--- src/arpc_pkg.sv ---
// Shared request codes and field widths for the ARP address cache.
package arpc_pkg;

    localparam int IP_W   = 32;
    localparam int MAC_W  = 48;
    localparam int SLOT_W = 3;

    typedef enum logic {
        REQ_LOOKUP = 1'b0,
        REQ_LEARN  = 1'b1
    } t_req_type;

endpackage

--- src/arpc_prio_enc.sv ---
// Lowest-index priority encoder with one-hot and binary outputs.
module arpc_prio_enc #(
    parameter int N     = 8,
    parameter int IDX_W = 3
) (
    input  logic [N-1:0]     i_vec,
    output logic             o_any,
    output logic [N-1:0]     o_onehot,
    output logic [IDX_W-1:0] o_idx
);

    // Isolate the lowest set bit
    assign o_onehot = i_vec & (~i_vec + N'(1));
    assign o_any    = |i_vec;

    // Encode the one-hot vector; zero when nothing is set
    always_comb begin
        o_idx = '0;
        for (int i = 0; i < N; i++) begin
            if (o_onehot[i]) begin
                o_idx = o_idx | IDX_W'(i);
            end
        end
    end

endmodule

--- src/arp_address_cache_core.sv ---
// Top level of the ARP address cache: fully associative IPv4-to-MAC table.
// Pipeline: input register, then result register.
// Throughput: one lookup or learn per cycle unless the output stalls; the compare against
//   all entries and the table write settle in the single stage between the two registers.
// Reset (synchronous, active low): all entry valid marks, the round-robin pointer and
//   both pipeline valid flags clear; entry contents are left as they are.
module arp_address_cache_core
    import arpc_pkg::*;
#(
    parameter int ENTRIES = 8
) (
    input  logic              i_clk,
    input  logic              i_rst_n,
    input  logic              i_in_valid,
    output logic              o_in_ready,
    input  logic              i_req_type,
    input  logic [IP_W-1:0]   i_ip_addr,
    input  logic [MAC_W-1:0]  i_new_mac,
    output logic              o_out_valid,
    input  logic              i_out_ready,
    output logic              o_found,
    output logic [MAC_W-1:0]  o_result_mac,
    output logic [SLOT_W-1:0] o_slot
);

    localparam int IDX_W = $clog2(ENTRIES);

    // Table storage
    logic [ENTRIES-1:0]   r_entry_valid;
    logic [IP_W-1:0]      r_entry_ip  [ENTRIES];
    logic [MAC_W-1:0]     r_entry_mac [ENTRIES];
    logic [IDX_W-1:0]     r_replace_ptr;
    logic [IDX_W-1:0]     n_replace_ptr;

    // Input register
    logic                 r_in_valid;
    t_req_type            r_in_req;
    logic [IP_W-1:0]      r_in_ip;
    logic [MAC_W-1:0]     r_in_mac;

    // Result register
    logic                 r_out_valid;
    logic                 r_out_found;
    logic [MAC_W-1:0]     r_out_mac;
    logic [SLOT_W-1:0]    r_out_slot;

    logic                 advance;
    logic                 is_learn;
    logic                 do_write;
    logic [ENTRIES-1:0]   match_vec;
    logic                 hit_any;
    logic [ENTRIES-1:0]   hit_oh;
    logic [IDX_W-1:0]     hit_idx;
    logic                 free_any;
    logic [ENTRIES-1:0]   free_oh;
    logic [IDX_W-1:0]     free_idx;
    logic [ENTRIES-1:0]   write_oh;
    logic [IDX_W-1:0]     write_idx;
    logic [MAC_W-1:0]     hit_mac;
    logic                 n_found;
    logic [MAC_W-1:0]     n_mac;
    logic [SLOT_W-1:0]    n_slot;

    // Handshake: the result register frees up when empty or taken
    assign advance    = !r_out_valid || i_out_ready;
    assign o_in_ready = !r_in_valid || advance;

    assign is_learn = (r_in_req == REQ_LEARN);
    assign do_write = r_in_valid && advance && is_learn;

    // Compare the address against every entry
    always_comb begin
        for (int i = 0; i < ENTRIES; i++) begin
            match_vec[i] = r_entry_valid[i] && (r_entry_ip[i] == r_in_ip);
        end
    end

    arpc_prio_enc #(
        .N     (ENTRIES),
        .IDX_W (IDX_W)
    ) u_hit_enc (
        .i_vec    (match_vec),
        .o_any    (hit_any),
        .o_onehot (hit_oh),
        .o_idx    (hit_idx)
    );

    arpc_prio_enc #(
        .N     (ENTRIES),
        .IDX_W (IDX_W)
    ) u_free_enc (
        .i_vec    (~r_entry_valid),
        .o_any    (free_any),
        .o_onehot (free_oh),
        .o_idx    (free_idx)
    );

    // Select the stored MAC of the matching entry
    always_comb begin
        hit_mac = '0;
        for (int i = 0; i < ENTRIES; i++) begin
            hit_mac = hit_mac | ({MAC_W{hit_oh[i]}} & r_entry_mac[i]);
        end
    end

    // Pick the learn target: matching entry, then lowest free one, then round robin
    always_comb begin
        n_replace_ptr = r_replace_ptr;
        if (hit_any) begin
            write_oh  = hit_oh;
            write_idx = hit_idx;
        end else if (free_any) begin
            write_oh  = free_oh;
            write_idx = free_idx;
        end else begin
            write_oh  = ENTRIES'(1) << r_replace_ptr;
            write_idx = r_replace_ptr;
            if (r_replace_ptr == IDX_W'(ENTRIES - 1)) begin
                n_replace_ptr = '0;
            end else begin
                n_replace_ptr = r_replace_ptr + IDX_W'(1);
            end
        end
    end

    // Form the result
    always_comb begin
        n_found = hit_any;
        if (is_learn) begin
            n_mac  = '0;
            n_slot = SLOT_W'(write_idx);
        end else begin
            n_mac  = hit_mac;
            n_slot = SLOT_W'(hit_idx);
        end
    end

    // Control registers
    always_ff @(posedge i_clk) begin
        if (!i_rst_n) begin
            r_in_valid    <= 1'b0;
            r_out_valid   <= 1'b0;
            r_entry_valid <= '0;
            r_replace_ptr <= '0;
        end else begin
            if (o_in_ready) begin
                r_in_valid <= i_in_valid;
            end
            if (advance) begin
                r_out_valid <= r_in_valid;
            end
            if (do_write) begin
                r_entry_valid <= r_entry_valid | write_oh;
                r_replace_ptr <= n_replace_ptr;
            end
        end
    end

    // Payload registers: capture input, hold result
    always_ff @(posedge i_clk) begin
        if (o_in_ready && i_in_valid) begin
            r_in_req <= t_req_type'(i_req_type);
            r_in_ip  <= i_ip_addr;
            r_in_mac <= i_new_mac;
        end
        if (advance && r_in_valid) begin
            r_out_found <= n_found;
            r_out_mac   <= n_mac;
            r_out_slot  <= n_slot;
        end
    end

    // Write the chosen entry on learn
    always_ff @(posedge i_clk) begin
        for (int i = 0; i < ENTRIES; i++) begin
            if (do_write && write_oh[i]) begin
                r_entry_ip[i]  <= r_in_ip;
                r_entry_mac[i] <= r_in_mac;
            end
        end
    end

    assign o_out_valid  = r_out_valid;
    assign o_found      = r_out_found;
    assign o_result_mac = r_out_mac;
    assign o_slot       = r_out_slot;

    // Learns keep each address in at most one valid entry
    a_single_match: assert property (@(posedge i_clk) disable iff (!i_rst_n)
        r_in_valid |-> $onehot0(match_vec))
        else $error("address matches more than one valid entry");

    // A learn leaves its target entry valid
    a_learn_sets_valid: assert property (@(posedge i_clk) disable iff (!i_rst_n)
        do_write |=> ((r_entry_valid & $past(write_oh)) == $past(write_oh)))
        else $error("learned entry not marked valid");

    // The round-robin pointer moves only on a learn into a full table
    a_ptr_moves_when_full: assert property (@(posedge i_clk) disable iff (!i_rst_n)
        !(do_write && !hit_any && !free_any) |=> $stable(r_replace_ptr))
        else $error("replacement pointer moved without a full-table learn");

    // Valid marks stay clear right after reset
    a_reset_clears: assert property (@(posedge i_clk)
        !i_rst_n |=> (r_entry_valid == '0 && !r_out_valid && !r_in_valid))
        else $error("state not cleared by reset");

endmodule
--- config.mk ---
export PLATFORM = sky130hd
export DESIGN_NAME = arp_address_cache_core
export DESIGN_NICKNAME = d
export VERILOG_FILES = /design/src/arpc_pkg.sv /design/src/arpc_prio_enc.sv /design/src/arp_address_cache_core.sv
export SDC_FILE = /design/constraint.sdc
export NUM_CORES = 1
export LEC_CHECK = 0
export BUFFER_PORTS_ARGS = -buffer_cell sky130_fd_sc_hd__buf_2
export CAP_MARGIN = 25
export CORE_MARGIN = 3
export CORE_UTILIZATION = 61
export CTS_CLUSTER_DIAMETER = 50
export DETAILED_ROUTE_END_ITERATION = 6
export PLACE_DENSITY_LB_ADDON = 0.15
export SLEW_MARGIN = 25
export SYNTH_ARGS = -nofsm -noshare
export SYNTH_HDL_FRONTEND = slang
export SYNTH_SLANG_ARGS = --single-unit
export TNS_END_PERCENT = 20
--- constraint.sdc ---
create_clock -name i_clk -period 15.2 [get_ports i_clk]
set_input_delay 0.76 -clock i_clk [delete_from_list [all_inputs] [get_ports i_clk]]
set_output_delay 0.76 -clock i_clk [all_outputs]
set_load 0.01 [all_outputs]
==> results of run 1 <==
## logic make-up (layout without fill, tap and decap cells)
kind of cell               count (synthesis)  count (layout)
AOI/OAI and AO/OA                        268             268
and+or+nand+nor                          222             222
muxes                                      4               4
buffers and inverters                     97             303
adders and majority gates                  6               6
DFF                                      786             786
xor gates and xnor gates                 255             255
## sequential cells by signal, summed over array words and instances, names as in the netlist
register and cells:
o_result_mac 48, r_replace_ptr 3, o_slot 3, r_in_valid 1
r_entry_valid 8, o_out_valid 1, is_learn 1, r_in_ip 32
r_entry_mac 384, o_found 1, r_in_mac 48, r_entry_ip 256
## critical path, delay by kind of cell (launching register included)
family	cells	cell delay [ns]
AND/OR/NAND/NOR	6	2.35
buffers and inverters	2	1.50
flip-flops	1	0.68
XOR/XNOR	1	0.27
AO/OA/AOI/OAI	1	0.19
## cell type report
type | instances | area, sq um | share of cell area, %
Tap cell | 615 | 769.5 | 2.313
Timing Repair Buffer | 165 | 920.9 | 2.768
Sequential cell | 786 | 23470 | 70.56
Inverter | 6 | 22.52 | 0.06770
Multi-Input combinational cell | 755 | 5724 | 17.21
Clock buffer | 92 | 2026 | 6.089
Clock inverter | 40 | 332.8 | 1.000
## power by group
| group | leakage (uW) | internal, uW | switching (uW) |
|---|---|---|---|
| Sequential | 0.00714 | 2410 | 46.2 |
| Clock | 0.00114 | 1010 | 783 |
| Combinational | 0.00278 | 34.4 | 55.7 |
| Total | 0.0111 | 3450 | 885 |
## through the flow
step	area, sq um	hold WS (ns)	instances	setup WS, ns
after floorplan	29650	0.4509	1638	3.018
after global placement	30870	0.5032	2326	9.906
after global routing	33270	0.2779	2459	9.489
final	33270	0.3117	2459	9.750
after detailed placement	30910	0.5078	2327	9.870
after CTS	33270	0.2770	2459	9.862
## synthesized netlist by cell type (2+ instances only)
cell type | count | area, sq um
edfxtp_1 | 773 | 23210
xor2_1 | 213 | 1866
a22oi_1 | 96 | 720.7
nand2b_1 | 55 | 344.1
nor4_1 | 51 | 319.1
a31oi_1 | 49 | 306.5
a21o_1 | 48 | 360.4
a222oi_1 | 48 | 480.5
buf_2 | 47 | 235.2
xnor2_1 | 42 | 367.9
nand2_1 | 30 | 112.6
clkbuf_1 | 25 | 93.84
nand3_1 | 23 | 115.1
nor2_1 | 18 | 67.56
nand4_1 | 16 | 100.1
dfxtp_1 | 13 | 260.3
buf_6 | 10 | 112.6
a21oi_1 | 9 | 45.04
buf_4 | 9 | 67.56
nor3_1 | 9 | 45.04
and3_1 | 6 | 37.54
ha_1 | 6 | 75.07
inv_1 | 6 | 22.52
o21ai_0 | 6 | 30.03
o21ai_1 | 5 | 25.02
mux2i_1 | 4 | 40.04
and2_1 | 3 | 18.77
nor2b_1 | 3 | 18.77
o21a_1 | 2 | 15.01
or3_1 | 2 | 12.51
## cells in the final DEF (no fill, tap or decap), types with 3 or more instances in the layout
cell type / n
buf_2: 138
nand4_1: 16
clkinv_1: 18
nor4_1: 51
xnor2_1: 42
nand2_1: 30
bufinv_16: 3
a21o_1: 48
a31oi_1: 49
clkbuf_16: 79
a21oi_1: 9
nor2_4: 9
nand2b_1: 55
dfxtp_1: 13
xor2_1: 213
clkbuf_1: 13
clkinv_2: 7
mux2i_1: 4
o21ai_0: 6
and3_1: 3
nand3_1: 23
buf_4: 24
o21ai_1: 5
and3_2: 3
inv_1: 6
ha_1: 6
a222oi_1: 48
nor2b_1: 3
nor2_1: 10
nor3_1: 9
a22oi_1: 96
clkinvlp_4: 4
edfxtp_1: 773
## routing by layer
metal	track usage (%)	vias to the layer above
met1	39.21	7874
met3	5.230	102
met5	0	-
met2	38.46	779
met4	7.639	2
li1	-	6748
## path summary, 6_finish.rpt
path	start	end	slack (ns)	depth (start not counted)
max reg2reg	r_in_ip[7]	r_entry_mac[0][187]	9.75	10
min reg2reg	r_entry_valid[4]	r_entry_valid[4]	0.52	2
min	i_new_mac[16]	r_in_mac[16]	0.31	1
max	r_in_ip[7]	r_entry_mac[0][187]	9.75	10
==> results.yml, run 1 <==
status:
  status: "finished with violations"
  violations: "DRC"
clocking:
  cts_resized: 0
  cts_root_buffer: "clkbuf_16"
  clk_pin_slew_ns: 0.06
  cts_tree: "yes"
  post_cts_buffers: 0
  cts_buffer_depth: 3
  h-tree-depth: 3
  clk_latency_ns: 0.62
  cts.sinks: 786
  numCtsBuffers: 78
  cts_hold_buf: 0
final_layout:
  area_growth_pct: 12.21
  fin_util_pct: 69.53
  drive_above_1_share_pct: 15.51
  n_fill_cell: 3076
  nets: 1883
  insertedDiodeCount: 0
setup_path:
  cp.required_ns: 15.43
  crit_chain: "xor2_1 -> nor4_1 -> nand4_1 -> nor3_1 -> nand2_1 -> nor2_4 -> buf_4 -> a21oi_1 -> nor2_4 -> buf_4"
  crit_arrival_ns: 5.68
  cp_slowest_cell: "buf_4"
  path_class: "reg2reg"
  crit_path_end_kind: "flip-flop"
  crit_path_max_fanout: 57
  cp_slowest_stage_delay_ns: 0.89
  start_kind: "flip-flop"
logic_synthesis:
  seq_area_frac_synth_pct: 79.17
  synth_simple_gate_area_share_pct: 4.279
  synth_mux_area_share_pct: 0.1350
  ys_types: 41
  synth.avg_cell_area_sq_um: 18.10
  netlist_instances: 1638
  synth_compound_area_share_pct: 6.837
  synthesis.nets: 1729
  synthAdderAreaFrac_pct: 0.2532
  synth_edf_count: 773
  yosys_register_bits: 786
  async_flop_share_pct: 0
  synth_top_family_by_area: "XOR/XNOR gates"
  synth-warning-count: 0
  synth_flop_cell: "edfxtp_1"
  synth_xor_area_share_pct: 7.533
  synth_area_sq_um: 29650
detailed_routing:
  wl_met3_um: 6079
  wl_met2_um: 30070
  initialDrtViolationCount: 1902
  firstDrtPassIters: 7
  wl_per_cell_um: 26.58
  avgViaCountPerCell: 6.305
  routed.top_layer: "met5"
  wl_met1_um: 27700
  route.detailed.drc: 2
  drtAntennaViolNets: 0
  via_count: 15510
  drt_wl_total_um: 65360
floorplanning:
  die_w_um: 226.5
  start_util_pct: 61.97
  rows: 80
  dieHeight_um: 226.5
  pin_count: 139
  core_sq_um: 47850
  die-area_sq_um: 51290
sta:
  tightest_slew_ns: 1.017
  setup_viol: 0
  final.period_utilization_pct: 35.86
  fin_worst_skew_ns: 0.02893
  slew_violations: 0
  hold_violations: 0
  rsz0062_at_grt: "false"
  fmax_mhz: 183.5
  tns_ns: 0
  min_period_ns: 5.450
  max_slew_margin_pct: 32.19
global_routing:
  grtUsageTotal_pct: 25.76
  antenna_found_initial: 1
  grt_pass1_wl_um: 96270
  grt_max_degree: 66
  grt_pass1_vias: 15280
  grt_overflow: 0
power_and_ir_drop:
  p_leak_uw: 0.01106
  peakVddDrop_mv: 0.1074
  finalPower_uw: 4339
  power_density_nw_per_um2: 130.4
placement:
  hpwl_um: 36500
  io_buffer_count: 138
  place_congestion: 0.8951
flow_run:
  cap_violations: 0
worst_hold_path:
  hp-class: "in2reg"
No activity file was read; power rests on OpenSTA's default activity.
==> run 2, diff against run 1 <==
CORE_UTILIZATION = 55   (was 61)
clock period = 4.6 ns   (was 15.2 ns; I/O delays follow)
==> results.yml, run 2 (synthesis results as in run 1) <==
final_layout:
  reg_top3: "r_entry_mac (384), r_entry_ip (256)"
  largest_register_ffs: 384
  final_cell_mix: "edfxtp_1 (773), xor2_1 (213), buf_2 (138), a22oi_1 (96), clkbuf_16 (87)"
  layout_commonest_cell: "edfxtp_1"
  nets: 2033
  fin_cells: 2701
  drive_above_1_share_pct: 18.19
  area_growth_pct: 19.36
  fin_util_pct: 66.81
  top_register: "r_entry_mac"
clocking:
  numCtsBuffers: 84
  cts_hold_buf: 86
  cts_resized: 0
  cts.sinks: 786
  post_cts_buffers: 0
  h-tree-depth: 3
  clk_pin_slew_ns: 0.06
  cts_buffer_depth: 3
  cts_tree: "yes"
  cts_root_buffer: "clkbuf_16"
  clk_latency_ns: 0.63
floorplanning:
  start_util_pct: 55.97
  dieHeight_um: 238.2
  rows: 84
  die_w_um: 238.2
  core_sq_um: 52970
  pin_count: 139
  die-area_sq_um: 56730
detailed_routing:
  wl_per_cell_um: 25.79
  avgViaCountPerCell: 5.976
  drt_wl_total_um: 69650
  initialDrtViolationCount: 1922
  via_count: 16140
  route.detailed.drc: 0
  drtAntennaViolNets: 0
  firstDrtPassIters: 5
placement:
  place_congestion: 0.8377
  place_inst: 2457
  hpwl_um: 39210
  io_buffer_count: 138
global_routing:
  grtUsageTotal_pct: 24.74
  grt_overflow: 0
  grt_pass1_wl_um: 103000
  grt_pass1_vias: 16140
  antenna_found_initial: 2
  grt_max_degree: 99
sta:
  tightest_slew_ns: 0.9560
  fmax_mhz: 255.9
  min_period_ns: 3.908
  final.period_utilization_pct: 84.96
  hold_slack_ns: 0.3090
  slew_violations: 0
  hold_violations: 0
  max_slew_margin_pct: 36.26
  setup_viol: 0
  rsz0062_at_grt: "false"
  fin_worst_skew_ns: 0.03090
power_and_ir_drop:
  p_leak_uw: 0.01200
  peakVddDrop_mv: 0.3443
  power_density_nw_per_um2: 431.2
setup_path:
  r2r_slack_ns: 0.69
  cpMostUsedCell: "nor4_1"
  cp_slowest_stage_delay_ns: 0.78
  crit_chain: "xor2_1 -> nor4_1 -> nand4_1 -> nor4_1 -> and2_2 -> buf_4 -> a22oi_1 -> a31oi_1"
  path_class: "reg2reg"
  crit_path_end_kind: "flip-flop"
  cp_slowest_cell: "nor4_1"
  crit_path_max_fanout: 20
  cp.required_ns: 5.03
  start_kind: "flip-flop"
  crit_arrival_ns: 4.34
flow_run:
  cap_violations: 0
status:
  status: "finished clean"
worst_hold_path:
  hp-class: "in2reg"
run 2: worst max-delay path: cells and delay by family, from the launching register on:
family,cells,cell delay [ns]
flip-flops,1,0.68
XOR/XNOR,1,0.27
AND/OR/NAND/NOR,4,1.96
buffers and inverters,1,0.39
AO/OA/AOI/OAI,2,0.41
run 2: per-layer routing:
| layer | GRT usage [%] | share of wire (%) | wire (um) | vias to the layer above |
|---|---|---|---|---|
| met1 | 36.54 | 43 | 30140 | 8257 |
| met4 | 8.393 | 2.4 | 1688 | 0 |
| met2 | 38.37 | 47 | 32560 | 704 |
| met5 | 0 | 0 | 0 | - |
| li1 | - | - | - | 7073 |
| met3 | 3.803 | 7.6 | 5266 | 107 |
run 2: report_power, final:
group / total [uW] / switching, uW / internal, uW
clock network: 6740 / 2750 / 3990
registers: 8070 / 98.0 / 7970
logic: 447 / 263 / 184
run 2: path summary, 6_finish.rpt:
kind / from / to / depth (start not counted)
worst min register to register: r_entry_valid[4] / r_entry_valid[4] / 2
worst max-delay path: r_in_ip[26] / o_result_mac[17] / 8
worst min-delay path: i_new_mac[44] / r_in_mac[44] / 2
worst max register to register: r_in_ip[26] / o_result_mac[17] / 8
run 2: layout make-up:
type | instances | area (sq um)
flip-flops and latches | 786 | 23470
inverters | 6 | 22.52
repair buffers | 309 | 2515
clock buffers | 99 | 2222
clock inverters | 57 | 556.8
fillers | 3564 | 17580
diodes | 1 | 2.502
well taps | 688 | 860.8
multi-input cells | 755 | 5737
run 2: stage by stage:
stage	TNS [ns]	instance area (sq um)	power (uW)	setup WS, ns
6_report	0	35390	15260	0.6918
5_1_grt	0	35390	15690	0.4127
4_1_cts	0	35370	15370	0.6314
3_5_place_dp	0	31730	8607	0.6452
3_3_place_gp	0	31730	8598	0.7032
2_1_floorplan	-51.54	29700	8392	-0.3292
